===== config.mk =====
export PLATFORM = sky130hd
export DESIGN_NAME = box_blur_row_filter_top
export DESIGN_NICKNAME = d
export VERILOG_FILES = /design/src/hw/rtl/bbr_pkg.sv /design/src/hw/rtl/box_blur_row_filter_top.sv /design/src/hw/rtl/bbr_datapath.sv /design/src/hw/rtl/bbr_ctrl.sv
export SDC_FILE = /design/constraint.sdc
export NUM_CORES = 2
export LEC_CHECK = 0
export BUFFER_PORTS_ARGS = -buffer_cell sky130_fd_sc_hd__buf_2
export CORE_ASPECT_RATIO = 1.75
export CORE_MARGIN = 2
export CORE_UTILIZATION = 29
export DETAILED_ROUTE_END_ITERATION = 6
export PLACE_DENSITY_LB_ADDON = 0.1
export SETUP_SLACK_MARGIN = 0.3
export SLEW_MARGIN = 5
export SYNTH_ARGS = -nofsm -noshare
export SYNTH_HDL_FRONTEND = slang
export SYNTH_HIERARCHICAL = 1
export SYNTH_SLANG_ARGS = --single-unit

===== constraint.sdc =====
create_clock -name clk -period 5.6 [get_ports clk]
set_input_delay 0.56 -clock clk [delete_from_list [all_inputs] [get_ports clk]]
set_output_delay 0.56 -clock clk [all_outputs]
set_load 0.03 [all_outputs]

===== src/hw/rtl/bbr_pkg.sv =====
// Shared types and constants for the box blur row filter.
// Holds parameter defaults, config register indexes and the
// controller/datapath command and status structs. No dependencies.
package bbr_pkg;

  localparam int unsigned MAX_RADIUS_DEF = 31;
  localparam int unsigned MAX_WIDTH_DEF  = 4096;
  localparam int unsigned SCALE_BITS_DEF = 20;

  localparam int unsigned PIX_W       = 8;
  localparam int unsigned RADIUS_W    = 5;
  localparam int unsigned ROW_WIDTH_W = 13;

  localparam logic [RADIUS_W-1:0]    RADIUS_RESET    = 5'd1;
  localparam logic [ROW_WIDTH_W-1:0] ROW_WIDTH_RESET = 13'd640;

  typedef enum logic [1:0] {
    CFG_RADIUS    = 2'd0,
    CFG_ROW_WIDTH = 2'd1,
    CFG_SCALE     = 2'd2
  } cfg_idx_t;

  typedef enum logic [1:0] {
    DROP_ZERO = 2'd0,
    DROP_EDGE = 2'd1,
    DROP_MEM  = 2'd2
  } drop_sel_t;

  typedef struct packed {
    logic      accept;
    logic      prep;
    logic      slide;
    drop_sel_t drop_sel;
    logic      mul;
    logic      load_mean;
    logic      load_pass;
    logic      out_done;
    logic      out_lob;
    logic      flush_start;
    logic      flush_step;
    logic      step_addr;
  } bbr_cmd_t;

  typedef struct packed {
    logic narrow;
    logic early;
    logic has_drop;
    logic last;
    logic rad_zero;
    logic flush_last;
    logic out_busy;
  } bbr_stat_t;

endpackage


===== src/hw/rtl/box_blur_row_filter_top.sv =====
// Box blur row filter top level. An accepted input goes through S_PREP and S_FETCH;
// a narrow-row pass-through item then loads from S_PASS, a window mean goes on via
// S_SLIDE, S_MUL and S_EMIT, an early pixel ends after S_SLIDE. No new input is taken
// until the last is through; the last pixel of a row adds r flushed outputs over the
// registered ring read and shared sum/multiply path; a waiting result holds the FSM.
// Reset (rst_n, synchronous) clears control, sums and row position, reloads config.
module box_blur_row_filter_top
  import bbr_pkg::*;
#(
  parameter int unsigned MAX_RADIUS = MAX_RADIUS_DEF,
  parameter int unsigned MAX_WIDTH  = MAX_WIDTH_DEF,
  parameter int unsigned SCALE_BITS = SCALE_BITS_DEF
) (
  input  logic                clk,
  input  logic                rst_n,
  input  logic                in_valid,
  output logic                in_ready,
  input  logic [PIX_W-1:0]    in_red,
  input  logic [PIX_W-1:0]    in_green,
  input  logic [PIX_W-1:0]    in_blue,
  output logic                out_valid,
  input  logic                out_ready,
  output logic [PIX_W-1:0]    out_red,
  output logic [PIX_W-1:0]    out_green,
  output logic [PIX_W-1:0]    out_blue,
  output logic                out_last_of_burst,
  output logic                out_row_done,
  output logic                out_config_error,
  input  logic                cfg_we,
  input  logic [1:0]          cfg_index,
  input  logic [SCALE_BITS:0] cfg_wdata
);

  bbr_cmd_t  cmd;
  bbr_stat_t stat;

  bbr_ctrl u_ctrl (
    .clk      (clk),
    .rst_n    (rst_n),
    .in_valid (in_valid),
    .in_ready (in_ready),
    .stat     (stat),
    .cmd      (cmd)
  );

  bbr_datapath #(
    .MAX_RADIUS (MAX_RADIUS),
    .MAX_WIDTH  (MAX_WIDTH),
    .SCALE_BITS (SCALE_BITS)
  ) u_datapath (
    .clk               (clk),
    .rst_n             (rst_n),
    .in_red            (in_red),
    .in_green          (in_green),
    .in_blue           (in_blue),
    .cfg_we            (cfg_we),
    .cfg_index         (cfg_index),
    .cfg_wdata         (cfg_wdata),
    .out_ready         (out_ready),
    .cmd               (cmd),
    .stat              (stat),
    .out_valid         (out_valid),
    .out_red           (out_red),
    .out_green         (out_green),
    .out_blue          (out_blue),
    .out_last_of_burst (out_last_of_burst),
    .out_row_done      (out_row_done),
    .out_config_error  (out_config_error)
  );

  // a result is never loaded over one that is still waiting
  a_no_overwrite: assert property (@(posedge clk) disable iff (!rst_n)
    (cmd.load_mean || cmd.load_pass) |-> !stat.out_busy)
    else $error("result loaded while output register held");

  // an accepted item keeps the input closed for the following cycle
  a_busy_after_accept: assert property (@(posedge clk) disable iff (!rst_n)
    (in_valid && in_ready) |=> !in_ready)
    else $error("input reopened right after accept");

  // pass-through items are always single-result bursts
  a_err_single: assert property (@(posedge clk) disable iff (!rst_n)
    (out_valid && out_config_error) |-> out_last_of_burst)
    else $error("config_error item not marked last of burst");

endmodule


===== src/hw/rtl/bbr_datapath.sv =====
// Datapath of the box blur row filter: config registers, window ring memory,
// running channel sums, reciprocal multiply and the output register.
// Depends on bbr_pkg; driven by bbr_ctrl through bbr_cmd_t.
module bbr_datapath
  import bbr_pkg::*;
#(
  parameter int unsigned MAX_RADIUS = MAX_RADIUS_DEF,
  parameter int unsigned MAX_WIDTH  = MAX_WIDTH_DEF,
  parameter int unsigned SCALE_BITS = SCALE_BITS_DEF
) (
  input  logic                   clk,
  input  logic                   rst_n,
  input  logic [PIX_W-1:0]       in_red,
  input  logic [PIX_W-1:0]       in_green,
  input  logic [PIX_W-1:0]       in_blue,
  input  logic                   cfg_we,
  input  logic [1:0]             cfg_index,
  input  logic [SCALE_BITS:0]    cfg_wdata,
  input  logic                   out_ready,
  input  bbr_cmd_t               cmd,
  output bbr_stat_t              stat,
  output logic                   out_valid,
  output logic [PIX_W-1:0]       out_red,
  output logic [PIX_W-1:0]       out_green,
  output logic [PIX_W-1:0]       out_blue,
  output logic                   out_last_of_burst,
  output logic                   out_row_done,
  output logic                   out_config_error
);

  localparam int unsigned RAD_W  = $clog2(MAX_RADIUS + 1);
  localparam int unsigned LEN_W  = $clog2(MAX_WIDTH + 1);
  localparam int unsigned CNT_W  = $clog2(MAX_WIDTH);
  localparam int unsigned DEPTH  = 2 * MAX_RADIUS + 2;
  localparam int unsigned ADDR_W = $clog2(DEPTH);
  localparam int unsigned SUM_W  = $clog2((2 * MAX_RADIUS + 1) * 255 + 1);
  localparam int unsigned SC_W   = SCALE_BITS + 1;
  localparam int unsigned PW     = SUM_W + SC_W;
  localparam int unsigned CW     = (LEN_W > RAD_W + 2) ? LEN_W : RAD_W + 2;
  localparam logic [SC_W-1:0] SCALE_RESET = SC_W'(((1 << SCALE_BITS) + 2) / 3);

  // config registers
  logic [RADIUS_W-1:0]    radius_r;
  logic [ROW_WIDTH_W-1:0] row_width_r;
  logic [SC_W-1:0]        scale_r;

  // per-row and per-item state
  logic [RAD_W-1:0]            rad_r;
  logic [LEN_W-1:0]            len_r;
  logic [CNT_W-1:0]            cnt_r;
  logic [ADDR_W-1:0]           wp_r;
  logic [ADDR_W-1:0]           rd_addr_r;
  logic [RAD_W-1:0]            fl_r;
  logic                        narrow_r, early_r, has_drop_r, last_r;
  logic [2:0][PIX_W-1:0]       px_r;
  logic [2:0][PIX_W-1:0]       edge_r;
  logic [2:0][PIX_W-1:0]       rd_data_r;
  logic [2:0][SUM_W-1:0]       sum_r;
  logic [2:0][PW-1:0]          prod_r;
  logic [2:0][PIX_W-1:0]       mem [DEPTH];

  logic                        out_valid_r;
  logic [2:0][PIX_W-1:0]       out_px_r;
  logic                        out_done_r, out_lob_r, out_err_r;

  // combinational
  logic [RAD_W-1:0]            rad_c;
  logic [LEN_W-1:0]            len_c;
  logic [CW-1:0]               span_c, i_c, len_cw;
  logic                        narrow_c, early_c, has_drop_c, last_c;
  logic [ADDR_W:0]             span_a, dp_sum;
  logic [ADDR_W-1:0]           dp_c, wp_inc, rd_inc;
  logic [2:0][PIX_W-1:0]       drop_c;
  logic [2:0][PIX_W-1:0]       mean_c;
  logic [2:0][RAD_W+PIX_W:0]   init_c;
  logic [2:0][SUM_W:0]         q_c;
  logic                        mem_we;

  // clamp the row settings latched at row start
  always_comb begin
    if (radius_r > RADIUS_W'(MAX_RADIUS) && RADIUS_W >= RAD_W) begin
      rad_c = RAD_W'(MAX_RADIUS);
    end else if (32'(radius_r) > MAX_RADIUS) begin
      rad_c = RAD_W'(MAX_RADIUS);
    end else begin
      rad_c = RAD_W'(radius_r);
    end
    if (row_width_r == '0) begin
      len_c = LEN_W'(1);
    end else if (32'(row_width_r) > MAX_WIDTH) begin
      len_c = LEN_W'(MAX_WIDTH);
    end else begin
      len_c = LEN_W'(row_width_r);
    end
  end

  // item classification from the latched row settings
  always_comb begin
    span_c     = (CW'(rad_r) << 1) + CW'(1);
    i_c        = CW'(cnt_r);
    len_cw     = CW'(len_r);
    narrow_c   = len_cw < span_c;
    early_c    = i_c < CW'(rad_r);
    has_drop_c = i_c >= span_c;
    last_c     = (i_c + CW'(1)) >= len_cw;
    // drop address is i - (2r+1) modulo the ring depth
    span_a     = ((ADDR_W + 1)'(rad_r) << 1) + (ADDR_W + 1)'(1);
    dp_sum     = {1'b0, wp_r} + (ADDR_W + 1)'(DEPTH) - span_a;
    dp_c       = (dp_sum >= (ADDR_W + 1)'(DEPTH)) ? ADDR_W'(dp_sum - (ADDR_W + 1)'(DEPTH))
                                                  : ADDR_W'(dp_sum);
    wp_inc     = (wp_r == ADDR_W'(DEPTH - 1)) ? '0 : wp_r + ADDR_W'(1);
    rd_inc     = (rd_addr_r == ADDR_W'(DEPTH - 1)) ? '0 : rd_addr_r + ADDR_W'(1);
    mem_we     = cmd.prep && !narrow_c;
  end

  always_comb begin
    for (int k = 0; k < 3; k++) begin
      init_c[k] = ({1'b0, rad_r} + (RAD_W + 1)'(1)) * (RAD_W + PIX_W + 1)'(px_r[k]);
      case (cmd.drop_sel)
        DROP_EDGE: drop_c[k] = edge_r[k];
        DROP_MEM:  drop_c[k] = rd_data_r[k];
        default:   drop_c[k] = '0;
      endcase
      q_c[k]    = prod_r[k][PW-1:SCALE_BITS];
      mean_c[k] = (|q_c[k][SUM_W:PIX_W]) ? {PIX_W{1'b1}} : q_c[k][PIX_W-1:0];
    end
  end

  // config writes
  always_ff @(posedge clk) begin
    if (!rst_n) begin
      radius_r    <= RADIUS_RESET;
      row_width_r <= ROW_WIDTH_RESET;
      scale_r     <= SCALE_RESET;
    end else if (cfg_we) begin
      unique case (cfg_index)
        CFG_RADIUS:    radius_r    <= cfg_wdata[RADIUS_W-1:0];
        CFG_ROW_WIDTH: row_width_r <= cfg_wdata[ROW_WIDTH_W-1:0];
        CFG_SCALE:     scale_r     <= cfg_wdata;
        default: ;
      endcase
    end
  end

  // row state, sums and flags
  always_ff @(posedge clk) begin
    if (!rst_n) begin
      rad_r      <= '0;
      len_r      <= LEN_W'(1);
      cnt_r      <= '0;
      wp_r       <= '0;
      fl_r       <= '0;
      narrow_r   <= 1'b0;
      early_r    <= 1'b0;
      has_drop_r <= 1'b0;
      last_r     <= 1'b0;
      edge_r     <= '0;
      sum_r      <= '0;
    end else begin
      if (cmd.accept && cnt_r == '0) begin
        rad_r <= rad_c;
        len_r <= len_c;
      end
      if (cmd.prep) begin
        narrow_r   <= narrow_c;
        early_r    <= early_c;
        has_drop_r <= has_drop_c;
        last_r     <= last_c;
        cnt_r      <= last_c ? '0 : cnt_r + CNT_W'(1);
        wp_r       <= last_c ? '0 : wp_inc;
        if (!narrow_c && cnt_r == '0) begin
          edge_r <= px_r;
          for (int k = 0; k < 3; k++) begin
            sum_r[k] <= SUM_W'(init_c[k]);
          end
        end
      end
      if (cmd.slide) begin
        for (int k = 0; k < 3; k++) begin
          sum_r[k] <= sum_r[k] + SUM_W'(px_r[k]) - SUM_W'(drop_c[k]);
        end
      end
      if (cmd.flush_start) begin
        fl_r <= rad_r;
      end else if (cmd.flush_step) begin
        fl_r <= fl_r - RAD_W'(1);
      end
    end
  end

  // input capture, drop address and multiply
  always_ff @(posedge clk) begin
    if (cmd.accept) begin
      px_r <= {in_blue, in_green, in_red};
    end
    if (cmd.prep) begin
      rd_addr_r <= dp_c;
    end else if (cmd.step_addr) begin
      rd_addr_r <= rd_inc;
    end
    if (cmd.mul) begin
      for (int k = 0; k < 3; k++) begin
        prod_r[k] <= PW'(sum_r[k]) * PW'(scale_r);
      end
    end
  end

  // window ring
  always_ff @(posedge clk) begin
    if (mem_we) begin
      mem[wp_r] <= px_r;
    end
    rd_data_r <= mem[rd_addr_r];
  end

  // output register
  always_ff @(posedge clk) begin
    if (!rst_n) begin
      out_valid_r <= 1'b0;
    end else if (cmd.load_mean || cmd.load_pass) begin
      out_valid_r <= 1'b1;
    end else if (out_ready) begin
      out_valid_r <= 1'b0;
    end
  end

  always_ff @(posedge clk) begin
    if (cmd.load_mean) begin
      out_px_r   <= mean_c;
      out_done_r <= cmd.out_done;
      out_lob_r  <= cmd.out_lob;
      out_err_r  <= 1'b0;
    end else if (cmd.load_pass) begin
      out_px_r   <= px_r;
      out_done_r <= last_r;
      out_lob_r  <= 1'b1;
      out_err_r  <= 1'b1;
    end
  end

  always_comb begin
    stat.narrow     = narrow_r;
    stat.early      = early_r;
    stat.has_drop   = has_drop_r;
    stat.last       = last_r;
    stat.rad_zero   = (rad_r == '0);
    stat.flush_last = (fl_r == RAD_W'(1));
    stat.out_busy   = out_valid_r && !out_ready;
  end

  assign out_valid         = out_valid_r;
  assign out_red           = out_px_r[0];
  assign out_green         = out_px_r[1];
  assign out_blue          = out_px_r[2];
  assign out_last_of_burst = out_lob_r;
  assign out_row_done      = out_done_r;
  assign out_config_error  = out_err_r;

endmodule


===== src/hw/rtl/bbr_ctrl.sv =====
// Controller of the box blur row filter: sequences capture, window fetch,
// sum update, multiply and result emission, including the end-of-row flush.
// Depends on bbr_pkg; drives bbr_datapath through bbr_cmd_t.
module bbr_ctrl
  import bbr_pkg::*;
(
  input  logic      clk,
  input  logic      rst_n,
  input  logic      in_valid,
  output logic      in_ready,
  input  bbr_stat_t stat,
  output bbr_cmd_t  cmd
);

  typedef enum logic [2:0] {
    S_IDLE,
    S_PREP,
    S_FETCH,
    S_SLIDE,
    S_MUL,
    S_EMIT,
    S_PASS
  } state_t;

  state_t state_r, state_nxt;
  logic   flushing_r, flushing_nxt;

  always_comb begin
    cmd          = '0;
    state_nxt    = state_r;
    flushing_nxt = flushing_r;
    in_ready     = (state_r == S_IDLE);
    unique case (state_r)
      S_IDLE: begin
        if (in_valid) begin
          cmd.accept = 1'b1;
          state_nxt  = S_PREP;
        end
      end
      S_PREP: begin
        cmd.prep  = 1'b1;
        state_nxt = S_FETCH;
      end
      S_FETCH: begin
        state_nxt = stat.narrow ? S_PASS : S_SLIDE;
      end
      S_SLIDE: begin
        cmd.slide = 1'b1;
        if (flushing_r || (!stat.early && stat.has_drop)) begin
          cmd.drop_sel = DROP_MEM;
        end else if (stat.early) begin
          cmd.drop_sel = DROP_ZERO;
        end else begin
          cmd.drop_sel = DROP_EDGE;
        end
        // early pixels only build up the sums
        state_nxt = (stat.early && !flushing_r) ? S_IDLE : S_MUL;
      end
      S_MUL: begin
        cmd.mul   = 1'b1;
        state_nxt = S_EMIT;
      end
      S_EMIT: begin
        if (!stat.out_busy) begin
          cmd.load_mean = 1'b1;
          if (flushing_r) begin
            cmd.out_done = stat.flush_last;
            cmd.out_lob  = stat.flush_last;
            if (stat.flush_last) begin
              flushing_nxt = 1'b0;
              state_nxt    = S_IDLE;
            end else begin
              cmd.flush_step = 1'b1;
              cmd.step_addr  = 1'b1;
              state_nxt      = S_FETCH;
            end
          end else if (stat.last && !stat.rad_zero) begin
            // row end: r more outputs follow with the last pixel repeated
            cmd.flush_start = 1'b1;
            cmd.step_addr   = 1'b1;
            flushing_nxt    = 1'b1;
            state_nxt       = S_FETCH;
          end else begin
            cmd.out_done = stat.last;
            cmd.out_lob  = 1'b1;
            state_nxt    = S_IDLE;
          end
        end
      end
      S_PASS: begin
        if (!stat.out_busy) begin
          cmd.load_pass = 1'b1;
          state_nxt     = S_IDLE;
        end
      end
      default: state_nxt = S_IDLE;
    endcase
  end

  always_ff @(posedge clk) begin
    if (!rst_n) begin
      state_r    <= S_IDLE;
      flushing_r <= 1'b0;
    end else begin
      state_r    <= state_nxt;
      flushing_r <= flushing_nxt;
    end
  end

endmodule

==> flow_summary.yaml <==
place:
  dp_cells: 13000
  gp_congestion: 0.815
  dpl_cell_area_mm2: 0.115
  post-dp-hpwl_um: 243000
  place_ws_ns: -0.767
  portBuffers: 80
synth:
  yosysWarnings: 6
  ys.flop_type: "edfxtp_1"
  ys_types: 92
  syn_area_per_cell_um2: 13.0
  synth_top_family_by_area: "adder cells"
  syn_nets: 9305
  ys_seq_area_frac: 0.506
  synth_xor_area_frac: 0.0123
  synth_compound_area_frac: 0.0608
  synth_area_mm2: 0.104
  synthArstFlopShare: 0
  synth-seq-cells: 1817
  synthAdderAreaFrac: 0.201
  synth_cells: 8041
  synthSimpleGateAreaFrac: 0.0804
  synthMuxAreaShare: 0.0863
  synth-edff-count: 1637
critical_path:
  path_class: "flop to flop"
  start_kind: "flop"
  crit_fanout: 7
  worstSetupEndpointType: "flop"
  cp_data_arrival_time_ns: 6.74
  cp_data_required_time_ns: 6.21
  r2r_slack_ns: -0.54
die:
  rows: 291
  core_area_mm2: 0.359
  dieWidth_um: 457
  die_area_mm2: 0.365
  initial_core_util: 0.291
  die_y_um: 797
  ios: 81
clock_tree:
  clock-sinks: 1817
  cts.clk_slew.worst_paths_ns: 0.06
  clk_latency_ns: 0.88
  htreeDepth: 4
  clockRootBuffer: "clkbuf_16"
  cts_tree: "built"
  cts_made_buffers: 191
  clk_path_buf_depth: 4
pwr:
  p_switching_mw: 17.4
  p_comb_frac: 0.401
  power_frac_seq: 0.339
  sw_frac_of_total: 0.364
  power_leakage_nw: 47.4
  p_per_area_mw_per_mm2: 391
  vdd_drop_max_mv: 0.240
  p_clk_frac: 0.260
  total_power_mw: 47.9
  internal-power_mw: 30.5
detailed_routing:
  avgRoutedWirePerCell_um: 25.4
  routed_via_density: 4.81
  vias: 64400
  dr.pass1.iters: 5
  drtAntennaViolNets: 0
  drc: 0
  drtIter0Drc: 3495
  drt_wl_total_um: 341000
layout:
  areaGrowthSynthToFinish_pct: 17.5
  layout-drive-gt1-share: 0.189
  final_common_cell: "edfxtp_1"
  nNetsFinal: 9832
  final_cell_count_no_fill: 13400
  n_fill_cell: 35100
  finalInstanceArea_mm2: 0.123
  utilization: 0.342
  seqCellArea_mm2: 0.0528
  final_cell_mix: "1,637 x edfxtp_1, 971 x inv_1, 885 x nand2_1, 758 x fa_1, 548 x buf_4"
  multi_input_area_mm2: 0.0473
sta:
  clock_skew_ns: 0.0697
  fin_tns_setup_ns: -14.21
  layout_setup_ws_ns: -0.535
  setup-violations-final: 42
  slew_headroom: 0.241
  worst_pin_slew_ns: 1.14
  rsz0062_at_grt: "yes"
  finalCritPeriodShare: 1.10
  slew_viol_final: 0
  holdWs_ns: 0.0962
  final_hold_viol_count: 0
  layout_min_cycle_time_ns: 6.14
  clock.fmax_mhz: 163
status:
  violations: "negative setup slack"
  status: "finished with violations"
global_routing:
  grt-ovfl-total: 0
  grt_max_degree: 102
  grt_antenna_before_repair: 29
  grt_pass1_wl_um: 494000
  grt.total_usage: 0.186
  grt_pass1_vias: 70300
hold_path:
  min_path_type: "input pin to flop"
flow_run:
  cap_violations: 0
## cells in the mapped netlist, types with 101 or more instances
library cell / instances / area (µm²)
edfxtp_1: 1637 / 49200
inv_1: 999 / 3750
nand2_1: 892 / 3350
fa_1: 772 / 15500
and2_1: 451 / 2820
ha_1: 440 / 5510
a21oi_1: 366 / 1830
clkbuf_1: 349 / 1310
mux2i_1: 303 / 3030
nor2_1: 244 / 916
mux4_2: 216 / 4860
dfxtp_1: 180 / 3600
o21ai_0: 151 / 756
o22ai_1: 101 / 632
## logic make-up after synthesis
logic type,after synthesis
AO/OA/AOI/OAI,998
XOR/XNOR,147
adder cells (fa/ha/maj),1212
buffers and inverters,1453
flip-flops,1817
multiplexers,617
AND/OR/NAND/NOR,1797
## power by group through the flow
| stage | Combinational (mW) | Sequential [mW] | Clock [mW] |
|---|---|---|---|
| final | 19.2 | 16.2 | 12.5 |
| after global routing | 21.4 | 16.3 | 13.3 |
| after CTS | 19.4 | 16.3 | 12.9 |
| after detailed placement | 19.1 | 16.6 | 0 |
| after global placement | 19.1 | 16.5 | 0 |
| after floorplan | 11.6 | 16.5 | 0 |
## metal layers
layer / vias up / part of all wire / GRT usage
met1: 34100 / 0.37 / 0.202
met2: 1012 / 0.58 / 0.376
li1: 28900 / - / -
met4: 4 / 0.030 / 0.0531
met3: 415 / 0.026 / 0.0150
met5: - / 0.000079 / 0
## sequential cells by signal (all words and copies together), names as in the netlist, 13 cells and up
signal / count
u_datapath/mem: 1536
u_datapath/prod_r: 45
u_datapath/sum_r: 42
u_datapath/edge_r: 24
u_datapath/px_r: 24
u_datapath/rd_data_r: 24
u_datapath/scale_r: 21
u_datapath/len_cw: 13
u_datapath/row_width_r: 13
## layout make-up
type,count,share of cell area
diodes,8,0.000163
clock buffers,240,0.0411
clock inverters,92,0.00717
inverters,1001,0.0307
multi-input cells,4771,0.386
flip-flops and latches,1817,0.431
well taps,4688,0.0479
repair buffers,786,0.0566
## worst max-delay path: stages, from the launching register on
cell	delay (ns)
dfxtp_4	0.41
buf_6	0.15
and2_4	0.13
fa_1	0.55
inv_2	0.06
fa_1	0.49
inv_2	0.04
fa_1	0.53
inv_2	0.04
fa_1	0.46
fa_1	0.51
inv_1	0.05
fa_1	0.49
ha_4	0.33
o21ai_4	0.06
a221oi_2	0.27
o2111ai_2	0.20
a21oi_2	0.28
o311ai_4	0.14
a21oi_2	0.20
and3_4	0.23
a31oi_2	0.09
xnor2_1	0.13
## what timing repair did
item | in CTS | in global routing
endpoints found under the setup margin | 49 | 51
cloned | 0 | 2
resized for setup | 95 | 127
endpoints found under the hold margin | 51 | 0
buffers inserted | 17 | 24
hold buffers | 43 | 0
pin swaps | 43 | 56
## final timing paths
kind	cells past startpoint	from	to
max	22	u_datapath/scale_r[7]$_SDFFE_PN0P_	u_datapath/prod_r[104]$_DFFE_PP_
min	4	out_ready	u_datapath/out_valid$_SDFFE_PN0P_
max reg2reg	22	u_datapath/scale_r[7]$_SDFFE_PN0P_	u_datapath/prod_r[104]$_DFFE_PP_
min reg2reg	2	u_datapath/edge_r[1]$_SDFFE_PN0P_	u_datapath/edge_r[1]$_SDFFE_PN0P_
No activity file was read; power rests on OpenSTA's default activity.
